==> config.mk <==
export PLATFORM = sky130hd
export DESIGN_NAME = ple_cell
export DESIGN_NICKNAME = d
export VERILOG_FILES = /design/src/design/ple_pkg.sv /design/src/design/ple_cell.sv
export SDC_FILE = /design/constraint.sdc
export NUM_CORES = 1
export LEC_CHECK = 0
export BUFFER_PORTS_ARGS = -buffer_cell sky130_fd_sc_hd__buf_2
export CORE_MARGIN = 2
export CORE_UTILIZATION = 35
export DETAILED_ROUTE_END_ITERATION = 12
export PLACE_DENSITY = 0.83
export SLEW_MARGIN = 40
export SYNTH_ARGS = -nofsm -noshare
export SYNTH_HDL_FRONTEND = slang
export SYNTH_SLANG_ARGS = --single-unit
==> constraint.sdc <==
create_clock -name clk -period 1.8 [get_ports clk]
set_clock_uncertainty 0.1 [all_clocks]
set_input_delay 0.36 -clock clk [delete_from_list [all_inputs] [get_ports clk]]
set_output_delay 0.36 -clock clk [all_outputs]
set_load 0.01 [all_outputs]
==> src/design/ple_pkg.sv <==
// shared types and constants for the positional list engine
package ple_pkg;

  // default sizes and fixed field widths
  localparam int DEPTH_DEF      = 64;
  localparam int WORD_WIDTH_DEF = 32;
  localparam int VALUE_W        = 32;
  localparam int OPCODE_W       = 3;
  localparam int STATUS_W       = 2;

  // request opcodes
  typedef enum logic [OPCODE_W-1:0] {
    OP_PUSH_FRONT = 3'd0,
    OP_PUSH_BACK  = 3'd1,
    OP_INSERT     = 3'd2,
    OP_POP_BACK   = 3'd3,
    OP_POP_FRONT  = 3'd4,
    OP_REMOVE     = 3'd5,
    OP_FIND       = 3'd6,
    OP_CLEAR      = 3'd7
  } opcode_t;

  // result status codes
  typedef enum logic [STATUS_W-1:0] {
    ST_OK    = 2'd0,
    ST_FULL  = 2'd1,
    ST_EMPTY = 2'd2,
    ST_RANGE = 2'd3
  } status_t;

  // command broadcast to every cell of the chain
  typedef enum logic [2:0] {
    CC_HOLD   = 3'd0,
    CC_INSERT = 3'd1,
    CC_REMOVE = 3'd2,
    CC_LOAD   = 3'd3,
    CC_SHIFT  = 3'd4
  } cell_cmd_t;

  // controller states
  typedef enum logic {
    FS_IDLE = 1'b0,
    FS_SCAN = 1'b1
  } fsm_t;

endpackage

==> src/design/ple_cell.sv <==
// one list slot: holds an entry and a match flag, trades with both neighbours
module ple_cell import ple_pkg::*; #(
  parameter int WORD_WIDTH = WORD_WIDTH_DEF,
  parameter int CW         = 7,
  parameter int INDEX      = 0
) (
  input  logic                  clk,
  input  cell_cmd_t             cmd,
  input  logic [CW-1:0]         sel_idx,
  input  logic [CW-1:0]         cnt,
  input  logic [WORD_WIDTH-1:0] word,
  input  logic [WORD_WIDTH-1:0] prev_entry,
  input  logic [WORD_WIDTH-1:0] next_entry,
  input  logic                  next_match,
  output logic [WORD_WIDTH-1:0] entry,
  output logic                  match
);

  localparam logic [CW-1:0] MY_IDX = CW'(INDEX);

  logic [WORD_WIDTH-1:0] entry_next;
  logic                  match_next;

  // slot update for the broadcast command
  always_comb begin
    entry_next = entry;
    match_next = match;
    unique case (cmd)
      CC_HOLD: begin
      end
      CC_INSERT: begin
        if (MY_IDX > sel_idx) begin
          entry_next = prev_entry;
        end else if (MY_IDX == sel_idx) begin
          entry_next = word;
        end
      end
      CC_REMOVE: begin
        if (MY_IDX >= sel_idx) begin
          entry_next = next_entry;
        end
      end
      CC_LOAD: begin
        match_next = (MY_IDX < cnt) && (entry == word);
      end
      CC_SHIFT: begin
        match_next = next_match;
      end
      default: begin
      end
    endcase
  end

  // slot storage, not reset
  always_ff @(posedge clk) begin
    entry <= entry_next;
    match <= match_next;
  end

endmodule

==> results of run 1 <==
==> cell usage after synthesis, drive strengths merged <==
library cell | count | share of area [%]
nor3 | 1 | 0.27
o21bai | 1 | 0.41
buf | 3 | 1.8
mux2 | 32 | 20
or4 | 1 | 0.62
xnor2 | 9 | 4.3
nor4 | 9 | 3.4
nand4 | 4 | 1.4
and3 | 1 | 0.34
nand2 | 2 | 0.41
o21ai | 1 | 0.27
nor3b | 2 | 1.4
xor2 | 24 | 11
edfxtp | 33 | 54
==> metrics by stage <==
step	total power [mW]	util [%]	hold slack, ps
global route	1.68	50.9	250
finish	1.60	50.9	265
global placement	1.09	49.3	548
detailed placement	1.10	49.3	545
CTS	1.62	50.9	254
floorplan	0.974	-	454
==> worst max-delay path by stage <==
stage,startpoint,to,slack (ps),cells past startpoint
5_1_grt,entry[27],match,80,5
3_3_place_gp,cnt[4],match,-5,6
2_1_floorplan,sel_idx[6],entry[0],180,2
6_report,entry[3],match,250,4
3_5_place_dp,cnt[4],match,6,6
4_1_cts,entry[27],match,200,5
==> area by class of cell <==
| class | count | area [µm²] | area share [%] |
|---|---|---|---|
| sequential | 33 | 991 | 38.4 |
| multi-input combinational | 87 | 807 | 31.3 |
| timing repair buffer | 117 | 616 | 23.8 |
| tap | 70 | 87.6 | 3.39 |
| clock buffer | 8 | 80.1 | 3.10 |
==> worst max-delay path, stage by stage (launching register included) <==
cell,delay (ps)
sky130_fd_sc_hd__edfxtp_1,410
sky130_fd_sc_hd__xor2_1,160
sky130_fd_sc_hd__nor4_1,370
sky130_fd_sc_hd__nand4_1,220
sky130_fd_sc_hd__o21ai_1,150
==> metal layers <==
metal  part of all wire, %  up-vias
met2                    50       73
met1                    40      651
met3                   9.3        2
met4                  0.56        0
li1                      -      709
met5                     0        -
==> registers in the layout, summed over array words and instances, names as in the netlist <==
signal / flops
entry: 32
match: 1
==> kinds of logic (layout without fill, tap and decap cells) <==
family                 Yosys count  after routing  share of synthesized area (%)
AND/OR/NAND/NOR                 20             20                           7.86
XOR/XNOR                        33             33                           15.8
buffers and inverters            3            125                           1.85
flip-flops                      33             33                           54.1
multiplexers                    32             32                           19.7
AO/OA/AOI/OAI                    2              2                          0.683
==> power by group <==
group	leakage [nW]	switching (mW)	internal [mW]
logic	0.735	0.0852	0.137
clock network	0.0395	0.245	0.275
registers	0.296	0.00133	0.853
total	1.07	0.332	1.26
==> results by group, run 1 <==
Drt
  – First drt pass iteration count: 4
  – Vias post-DR: 1435
  – First DRT Iteration DRCs: 34
  – DRT Wirelength: 4.12 mm
  – DRC violation count after routing: 0
  – Number of vias per cell: ~4.6
  – Routed wire per std cell: 13.1 µm
  – Detail Route Antenna Nets: 0

Floorplanning
  – Core area: roughly 5100 µm²
  – Die H: 76.3 µm
  – Total die area: 5820 µm²
  – Starting utilization of the core area: 36.1%
  – Ports: 148
  – Number of standard-cell rows in the floorplan: 26
  – Chip width: 76.3 µm

Yosys
  – Synthesized area per cell: 14.9 µm²
  – Count of warnings emitted by yosys: 0
  – Sequential-to-total area share from yosys stat: 54.1%
  – Synth Instances: 123
  – Post-synthesis register bit count: 33
  – Nets in the synthesized netlist: 238
  – Area of the mapped netlist: 1830 µm²
  – Number of different library cells in the post-synthesis netlist: 17

Global route
  – Largest net degree at the start of global routing: 33
  – GRT met2 Usage: between 20% and 30%
  – Met3 GRT Util: 6.64%
  – Most used routing layer: met2
  – Overall overflow remaining after global route: 0
  – Met1 track demand over resource: 17.5%
  – Vias in the first global route: 1553
  – Global-route wire length before repair: ~7.0 mm
  – Antenna violations before repair: 0
  – GR Util All Layers: between 15 and 20%

Timing
  – Final Hold Fails: 0
  – Maximum clock frequency: 0.647 GHz
  – Number of failing setup endpoints in the final timing report: 0
  – Transition time of the tightest slew-check pin: approximately 360 ps
  – RSZ-0062 raised after global routing: no
  – Worst slew slack as a fraction of its limit: 75.5%
  – Period utilization: a little under nine tenths
  – Final critical path time including I/O delays and setup: roughly 1500 ps
  – Final total negative setup slack: 0 ps
  – Final worst setup slack: around 250 ps
  – Pins over their slew limit: 0

CTS
  – TritonCTS buffer count: 5
  – Post-cts repair resize count: 0
  – Clock tree sinks: 33
  – Maximum clock path buffer count: 2
  – Clock Latency Late Sink: 270 ps
  – CTS tree: yes
  – Clock-pin slew reported for the worst setup and hold paths after clock tree synthesis: 70 ps
  – H-tree depth: 2
  – Total of hold buffers inserted after clock tree synthesis: 0
  – Setup fix buffers added after clock tree synthesis: 0
  – Root Buffer Master: sky130_fd_sc_hd__clkbuf_8

Critical path
  – Launching point of the worst reg2reg path: entry[3]
  – Crit path kind: reg2reg
  – Capturing element type of the critical path: register
  – Endpoint of the worst register-to-register path: match
  – Data required time at the worst endpoint: 1830 ps
  – Highest net fanout along the worst path: 2
  – Register-to-Register Setup Slack: roughly 250 ps
  – Data arrival time of the critical path: 1580 ps
  – Number of cells on the worst reg-to-reg path: 4
  – Sort of element at the start of the critical path: register

Layout
  – Number of standard cells in the final layout excluding fillers: 315
  – Most frequent standard cell in the layout excluding fill and tap cells: sky130_fd_sc_hd__buf_2
  – Syn-to-layout area delta: 41.0%
  – Commonest cells after routing, fill and taps aside: 115 x sky130_fd_sc_hd__buf_2, 33 x sky130_fd_sc_hd__edfxtp_1, 28 x sky130_fd_sc_hd__mux2_2
  – Fill cell total of the finished layout: 473
  – Nets@finish: about 360
  – Fraction of layout cells with a size suffix above 1: 62.9%
  – Total inserted antenna cells: 0
  – Final Instance Area: 2580 µm²

Power
  – VDD IR max: 0.000411 V
  – Power density of the placed cells: 618 nW/µm²
  – Leakage power: 1.07 nW

Min path
  – Worst hold-check path type: in2reg
  – Terminating pin of the worst hold path: match
  – Min-Delay Startpoint: next_match
  – Worst hold path depth: 3

Place
  – DP HPWL: 3.29 mm
  – Routability Congestion: ~0.73
  – Post-Place Worst Slack: 6.18 ps
  – Cells after DPL: 307
  – Input/output buffers: ~120
  – Total cell area at the placement stage: 2500 µm²

Run
  – Maxcap violations: 0

Status
  – Outcome: finished, final reports clean
(Power assumes the default switching activity.)
==> run 2: changes to the inputs <==
--- a/config.mk
+++ b/config.mk
@@ -5,11 +5,12 @@
 export SDC_FILE = /design/constraint.sdc
 export NUM_CORES = 1
 export LEC_CHECK = 0
+export ABC_AREA = 1
 export BUFFER_PORTS_ARGS = -buffer_cell sky130_fd_sc_hd__buf_2
 export CORE_MARGIN = 2
-export CORE_UTILIZATION = 35
+export CORE_UTILIZATION = 37
 export DETAILED_ROUTE_END_ITERATION = 12
-export PLACE_DENSITY = 0.83
+export PLACE_DENSITY = 0.84
 export SLEW_MARGIN = 40
 export SYNTH_ARGS = -nofsm -noshare
 export SYNTH_HDL_FRONTEND = slang
==> run 2 against run 1 <==
  * Final cell count is 15% higher
  * Setup slack worse by 43 ps
  * Synthesized cell count is 35% higher
  * Highest routed layer unchanged
==> results by group, run 2 <==
Global route
  – Vias in the first global route: 1739 (+12%)
  – GR Util All Layers: 15.9% (+0.67 points)
  – Met1 track demand over resource: 16.7% (-0.80 points)
  – Largest net degree at the start of global routing: 21 (-36%)
  – GRT met2 Usage: 29.8% (+4.2 points)
  – Antenna violations before repair: 0 (unchanged)
  – Global-route wire length before repair: 7.44 mm (+6.7%)
  – Overall overflow remaining after global route: 0 (unchanged)
  – Most used routing layer: met2
  – Met3 GRT Util: 4.77% (-1.9 points)

Power
  – Cell Int Power: 1.30 mW (+2.5%)
  – Power density of the placed cells: 593 nW/µm² (-4.1%)
  – Leakage power: 1.30 nW (+22%)
  – Sequential power share: 51.9% (-1.6 points)
  – VDD IR max: 0.000398 V (-3.2%)
  – Switching power: 0.352 mW (+6.1%)
  – Overall Power: 1.65 mW (+3.2%)
  – Combinational power share: 16.5% (+2.6 points)
  – Clk network pwr share: 31.7% (-0.9 points)
  – Switching power share of the total: 21.4% (+0.58 points)

Drt
  – Number of vias per cell: 4.53 (-0.52%)
  – DRC violation count after routing: 0 (unchanged)
  – Vias post-DR: 1645 (+15%)
  – Routed wire per std cell: 12.8 µm (-2.4%)
  – First DRT Iteration DRCs: 55 (+62%)
  – First drt pass iteration count: 4 (unchanged)
  – Detail Route Antenna Nets: 0 (unchanged)
  – DRT Wirelength: 4.64 mm (+13%)

Layout
  – Syn-to-layout area delta: 39.0%
  – Total inserted antenna cells: 0 (unchanged)
  – Final Util: 53.7% (+2.9 points)
  – Most frequent standard cell in the layout excluding fill and tap cells: sky130_fd_sc_hd__buf_2
  – Max reg flops: 32 (unchanged)
  – Largest registers: entry (32), match (1)
  – Register with the most flip-flops: entry
  – Nets@finish: 407 (+13%)
  – Fraction of layout cells with a size suffix above 1: 53.9% (-8.9 points)
  – Commonest cells after routing, fill and taps aside: 115 x sky130_fd_sc_hd__buf_2, 33 x sky130_fd_sc_hd__edfxtp_1, 30 x sky130_fd_sc_hd__nand2_1

Critical path
  – Crit path buffers/inverters: 2 (+2)
  – Crit path kind: in2reg
  – Sort of element at the start of the critical path: input port
  – Critical path's largest stage delay: 510 ps (+100 ps)
  – Data required time at the worst endpoint: 1730 ps (-100 ps)
  – Endpoint of the worst register-to-register path: match
  – Data arrival time of the critical path: 1520 ps (-60 ps)
  – Highest net fanout along the worst path: 13 (+11)
  – Register-to-Register Setup Slack: 490 ps (+240 ps)
  – Number of cells on the worst reg-to-reg path: 7 (+3)
  – Cells along the critical path: buf_2 -> or3b_2 -> buf_4 -> mux2_4
  – Capturing element type of the critical path: register
  – Source of the critical timing path: cmd[0]
  – Slowest cell on crit path: sky130_fd_sc_hd__or3b_2
  – Kind of cell with the highest combined delay on the critical path: simple AND/OR/NAND/NOR gates
  – Launching point of the worst reg2reg path: entry[4]

Yosys
  – Synthesized area per cell: 12.0 µm² (-19%)
  – Synth Instances: 166 (+35%)
  – Number of different library cells in the post-synthesis netlist: 17 (unchanged)
  – Post-synthesis register bit count: 33 (unchanged)
  – List of most frequent post-synthesis cells: 33 x sky130_fd_sc_hd__edfxtp_1, 30 x sky130_fd_sc_hd__nand2_1, 27 x sky130_fd_sc_hd__xnor2_1
  – Top post-synthesis cells by area: sky130_fd_sc_hd__edfxtp_1 50%, sky130_fd_sc_hd__mux2_4 17%, sky130_fd_sc_hd__xnor2_1 12%, sky130_fd_sc_hd__nand2_1 5.6%, sky130_fd_sc_hd__nor2_1 3.6%
  – Synth area leader: sky130_fd_sc_hd__edfxtp_1
  – Number of enable flip-flop cells after synthesis: 33 (unchanged)
  – Area fraction of the dominant cell type after synthesis: 49.6% (-4.6 points)
  – Most repeated cell in the gate-level netlist after synthesis: sky130_fd_sc_hd__edfxtp_1
  – Nets in the synthesized netlist: 281 (+18%)
  – Post-synthesis async set-or-reset flop share: 0% (unchanged)
  – Sequential-to-total area share from yosys stat: 49.6% (-4.6 points)
  – Most used flip-flop cell after synthesis: sky130_fd_sc_hd__edfxtp_1
  – Count of warnings emitted by yosys: 0 (unchanged)
  – Area of the mapped netlist: 2000 µm² (+9.2%)

CTS
  – Post-cts repair resize count: 0 (unchanged)
  – Total of hold buffers inserted after clock tree synthesis: 0 (unchanged)
  – Clock tree sinks: 33 (unchanged)
  – Maximum clock path buffer count: 2 (unchanged)
  – CTS tree: yes
  – Clock Latency Late Sink: 280 ps (about the same)
  – Root Buffer Master: sky130_fd_sc_hd__clkbuf_8
  – H-tree depth: 2 (unchanged)
  – Clock-pin slew reported for the worst setup and hold paths after clock tree synthesis: 60 ps (about the same)
  – TritonCTS buffer count: 5 (unchanged)
  – Setup fix buffers added after clock tree synthesis: 0 (unchanged)

Floorplanning
  – Ports: 148 (unchanged)
  – Die H: 77.5 µm (+1.6%)
  – Chip width: 77.5 µm (+1.6%)
  – Starting utilization of the core area: 38.7% (+2.6 points)
  – Number of standard-cell rows in the floorplan: 26 (unchanged)
  – Total die area: 6010 µm² (+3.1%)
  – Core area: 5170 µm² (+1.9%)

Status
  – Outcome: finished, final reports clean

Timing
  – Number of failing setup endpoints in the final timing report: 0 (unchanged)
  – Pins over their slew limit: 0 (unchanged)
  – Maximum clock frequency: 0.629 GHz (-2.7%)
  – Final Hold Fails: 0 (unchanged)
  – Transition time of the tightest slew-check pin: 234 ps (-131 ps)
  – Final critical path time including I/O delays and setup: 1590 ps (+43.2 ps)
  – RSZ-0062 raised after global routing: no
  – Worst slew slack as a fraction of its limit: 84.3% (+8.8 points)
  – Period utilization: 88.3% (+2.4 points)

Place
  – Routability Congestion: 0.727 (-0.16%)
  – Input/output buffers: 115 (unchanged)
  – DP HPWL: 3.76 mm (+14%)

Min path
  – Worst hold path depth: 2 (-1)
  – Min-Delay Startpoint: next_entry[28]
  – Worst hold-check path type: in2reg
  – Terminating pin of the worst hold path: entry[28]

Run
  – Maxcap violations: 0 (unchanged)
[run 2: worst max-delay path by stage]
stage | end | slack [ps] | depth (start not counted)
after floorplan | entry[10] | 130 | 4
after global placement | entry[17] | -70 | 4
after detailed placement | entry[30] | -90 | 4
after CTS | entry[30] | 220 | 4
after global routing | entry[27] | 180 | 6
final | entry[30] | 210 | 4
[run 2: routing by layer]
metal	vias up	routed length, µm	part of all wire [%]
met3	4	285	6.1
met2	78	2450	53
met4	0	34	0.73
li1	818	-	-
met1	745	1870	40
met5	-	0	0
[run 2: area by class of cell]
| class | instances | area [µm²] |
|---|---|---|
| clock buffer | 8 | 80.1 |
| inverter | 10 | 37.5 |
| timing repair buffer | 123 | 673 |
| sequential | 33 | 991 |
| tap | 70 | 87.6 |
| multi-input combinational | 119 | 910 |
| fill | 461 | 2390 |
[run 2: cells by family (layout without fill, tap and decap cells)]
kind of cell,Yosys count,count (layout),synth area share [%]
simple gates,58,58,12.0
flops,33,33,49.6
xor+xnor,28,28,12.3
mux,28,28,19.9
buf+inv,14,141,5.01
compound gates,5,5,1.25
[run 2: per-stage QoR]
stage	instances	TNS (ps)	hold WS [ps]	setup WS [ps]	instance area (µm²)
after floorplan	166	0	474	125	2000
after CTS	363	0	270	216	2780
after global placement	355	-1240	559	-72.8	2700
after global routing	363	0	262	182	2780
after detailed placement	355	-1450	564	-85.3	2700
final	363	0	278	211	2780
[run 2: power by group through the flow]
stage	Combinational [mW]	Clock, mW	Sequential, mW
detailed placement	0.272	0	0.871
CTS	0.273	0.542	0.855
global route	0.297	0.581	0.854
global placement	0.259	0	0.871
finish	0.271	0.521	0.855
floorplan	0.142	0	0.873
==> run 3: changes to the inputs <==
--- a/config.mk
+++ b/config.mk
@@ -8,9 +8,10 @@
 export ABC_AREA = 1
 export BUFFER_PORTS_ARGS = -buffer_cell sky130_fd_sc_hd__buf_2
 export CORE_MARGIN = 2
-export CORE_UTILIZATION = 37
+export CORE_UTILIZATION = 44
 export DETAILED_ROUTE_END_ITERATION = 12
-export PLACE_DENSITY = 0.84
+export PLACE_DENSITY = 0.93
+export SKIP_CTS_REPAIR_TIMING = 1
 export SLEW_MARGIN = 40
 export SYNTH_ARGS = -nofsm -noshare
 export SYNTH_HDL_FRONTEND = slang
==> constraint.sdc (replaced) <==
create_clock -name clk -period 2.02 [get_ports clk]
set_clock_uncertainty 0.1 [all_clocks]
set_input_delay 0.404 -clock clk [delete_from_list [all_inputs] [get_ports clk]]
set_output_delay 0.404 -clock clk [all_outputs]
set_load 0.01 [all_outputs]
==> run 3 against run 2 <==
  * Final area decreased by 2.2%
  * Final cell count decreased by 6.3%
  * Total power decreased by 11%
  * Sequential share of layout area increased by 0.80 points
  * Sequential cell count unchanged
  * Setup slack improved by 170 ps
  * Clock power decreased by 12%
  * Clock-buffer cell count unchanged
  * Combinational power decreased by 13%
  * Worst hold slack improved by 45 ps
  * Highest routed layer unchanged
==> results by group, run 3 (same netlist as run 2, synthesis figures left out) <==
Critical path
  – Sort of element at the start of the critical path: input port
  – Launching point of the worst reg2reg path: entry[9]
  – Cells along the critical path: buf_2 -> or3b_2 -> buf_12 -> mux2_4
  – Crit path kind: in2reg
  – Slowest cell on crit path: sky130_fd_sc_hd__or3b_2
  – Critical path's largest stage delay: 540 ps (+30 ps)
  – Capturing element type of the critical path: register
  – Data arrival time of the critical path: 1560 ps (+40 ps)
  – Data required time at the worst endpoint: 1950 ps (+220 ps)
  – Highest net fanout along the worst path: 18 (+5)
  – Source of the critical timing path: cmd[0]

Layout
  – Register with the most flip-flops: entry
  – Largest registers: entry (32), match (1)
  – Most frequent standard cell in the layout excluding fill and tap cells: sky130_fd_sc_hd__buf_2
  – Fraction of layout cells with a size suffix above 1: 52.8% (-1.1 points)
  – Commonest cells after routing, fill and taps aside: 115 x sky130_fd_sc_hd__buf_2, 33 x sky130_fd_sc_hd__edfxtp_1, 30 x sky130_fd_sc_hd__nand2_1
  – Total inserted antenna cells: 0 (unchanged)
  – Syn-to-layout area delta: 35.9%
  – Nets@finish: 402 (-1.2%)
  – Max reg flops: 32 (unchanged)

Timing
  – Final Hold Fails: 0 (unchanged)
  – RSZ-0062 raised after global routing: no
  – Worst slew slack as a fraction of its limit: 79.3% (-5.0 points)
  – Pins over their slew limit: 0 (unchanged)
  – Maximum clock frequency: roughly 0.61 GHz
  – Period utilization: slightly above 80%
  – Transition time of the tightest slew-check pin: 308 ps (+73.6 ps)
  – Final critical path time including I/O delays and setup: around 1600 ps
  – Fin Hold WS: 323 ps (+45.5 ps)
  – Final total negative setup slack: 0 ps (unchanged)
  – Number of failing setup endpoints in the final timing report: 0 (unchanged)

Global route
  – GR Util All Layers: 17.9% (+2.0 points)
  – GRT met2 Usage: 34.8% (+4.9 points)
  – Met3 GRT Util: 4.50% (-0.27 points)
  – Overall overflow remaining after global route: 0 (unchanged)
  – Global-route wire length before repair: 7.07 mm (-4.9%)
  – Largest net degree at the start of global routing: 33 (+57%)
  – Vias in the first global route: 1728 (-0.63%)
  – Met1 track demand over resource: 18.7% (+2.0 points)
  – Most used routing layer: met2
  – Antenna violations before repair: 0 (unchanged)

Place
  – DP HPWL: 3.62 mm (-3.6%)
  – Routability Congestion: 0.677 (-6.9%)
  – Input/output buffers: 115 (unchanged)

CTS
  – Clock Latency Late Sink: 280 ps (about the same)
  – H-tree depth: 2 (unchanged)
  – Root Buffer Master: sky130_fd_sc_hd__clkbuf_8
  – TritonCTS buffer count: 5 (unchanged)
  – Clock-pin slew reported for the worst setup and hold paths after clock tree synthesis: 60 ps (about the same)
  – Clock tree sinks: 33 (unchanged)
  – Maximum clock path buffer count: 2 (unchanged)
  – CTS tree: yes

Floorplanning
  – Starting utilization of the core area: 45.9% (+7.3 points)
  – Ports: 148 (unchanged)
  – Core area: 4350 µm² (-16%)
  – Number of standard-cell rows in the floorplan: 24 (-7.7%)
  – Chip width: 71.4 µm (-7.9%)
  – Total die area: 5100 µm² (-15%)
  – Die H: 71.4 µm (-7.9%)

Drt
  – Detail Route Antenna Nets: 0 (unchanged)
  – DRC violation count after routing: 0 (unchanged)
  – Number of vias per cell: 4.80 (+5.9%)
  – DRT Wirelength: 4.50 mm (-3.0%)
  – First DRT Iteration DRCs: 60 (+9.1%)
  – First drt pass iteration count: 4 (unchanged)
  – Vias post-DR: 1631 (-0.85%)
  – Routed wire per std cell: 13.2 µm (+3.6%)

Min path
  – Worst hold-check path type: in2reg
  – Min-Delay Startpoint: next_entry[20]

Power
  – Switching power share of the total: 21.0% (-0.31 points)
  – Clk network pwr share: 31.6% (about the same)
  – Cell Int Power: 1.15 mW (-11%)
  – Sequential power share: 52.2% (+0.3 points)
  – Switching power: 0.307 mW (-13%)
  – Combinational power share: 16.2% (-0.3 points)
  – VDD IR max: 0.000338 V (-15%)
  – Power density of the placed cells: 537 nW/µm² (-9.5%)
  – Leakage power: 1.28 nW (-1.6%)

Run
  – Maxcap violations: 0 (unchanged)

Status
  – Outcome: finished, final reports clean
==> run 3: changes by cell type in the layout (fill, tap and decap cells not counted) <==
cell and change:
sky130_fd_sc_hd__and3_1 +1, sky130_fd_sc_hd__buf_4 -5, sky130_fd_sc_hd__and3_2 -1
==> run 3: per-layer routing <==
metal | part of all wire (%) | vias up
li1 | - | 810
met1 | 38 | 744
met2 | 53 | 72
met3 | 7.8 | 5
met4 | 0.73 | 0
met5 | 0 | -
==> run 3: worst paths after layout <==
path	slack, ps	endpoint	cells after the start
hold reg to reg	740	match	5
setup reg to reg	720	match	7
hold / removal	320	entry[20]	2
setup / recovery	380	entry[6]	4
==> run 3: cell type report <==
cell class                      instances  area, µm²
Sequential cell                        33        991
Inverter                               10       37.5
Fill cell                             359       1640
Multi-Input combinational cell        119        908
Timing Repair Buffer                  118        636
Tap cell                               52       65.1
Clock buffer                            8       80.1
==> run 3: worst max-delay path, delay by kind of cell <==
| family | cells | cell delay (ps) |
|---|---|---|
| AND/OR/NAND/NOR | 1 | 540 |
| buffers and inverters | 2 | 310 |
| multiplexers | 1 | 300 |
==> run 3: through the flow <==
stage                     instance area, µm²  total power, mW  worst slack (ps)  instances  utilization (%)
final                                   2720             1.46               382        340             62.4
after CTS                               2720             1.48               393        340             62.4
after detailed placement                2640             1.01              94.1        332             60.6
after floorplan                         2000            0.905              27.3        166                -
after global placement                  2640             1.00               118        332             60.6
after global routing                    2720             1.53               367        340             62.4
==> run 3: power by group through the flow <==
stage | logic [mW] | clock network, mW | registers, mW
finish | 0.236 | 0.460 | 0.762
detailed placement | 0.238 | 0 | 0.776
floorplan | 0.127 | 0 | 0.778
global placement | 0.227 | 0 | 0.776
global route | 0.260 | 0.503 | 0.761
CTS | 0.240 | 0.479 | 0.762
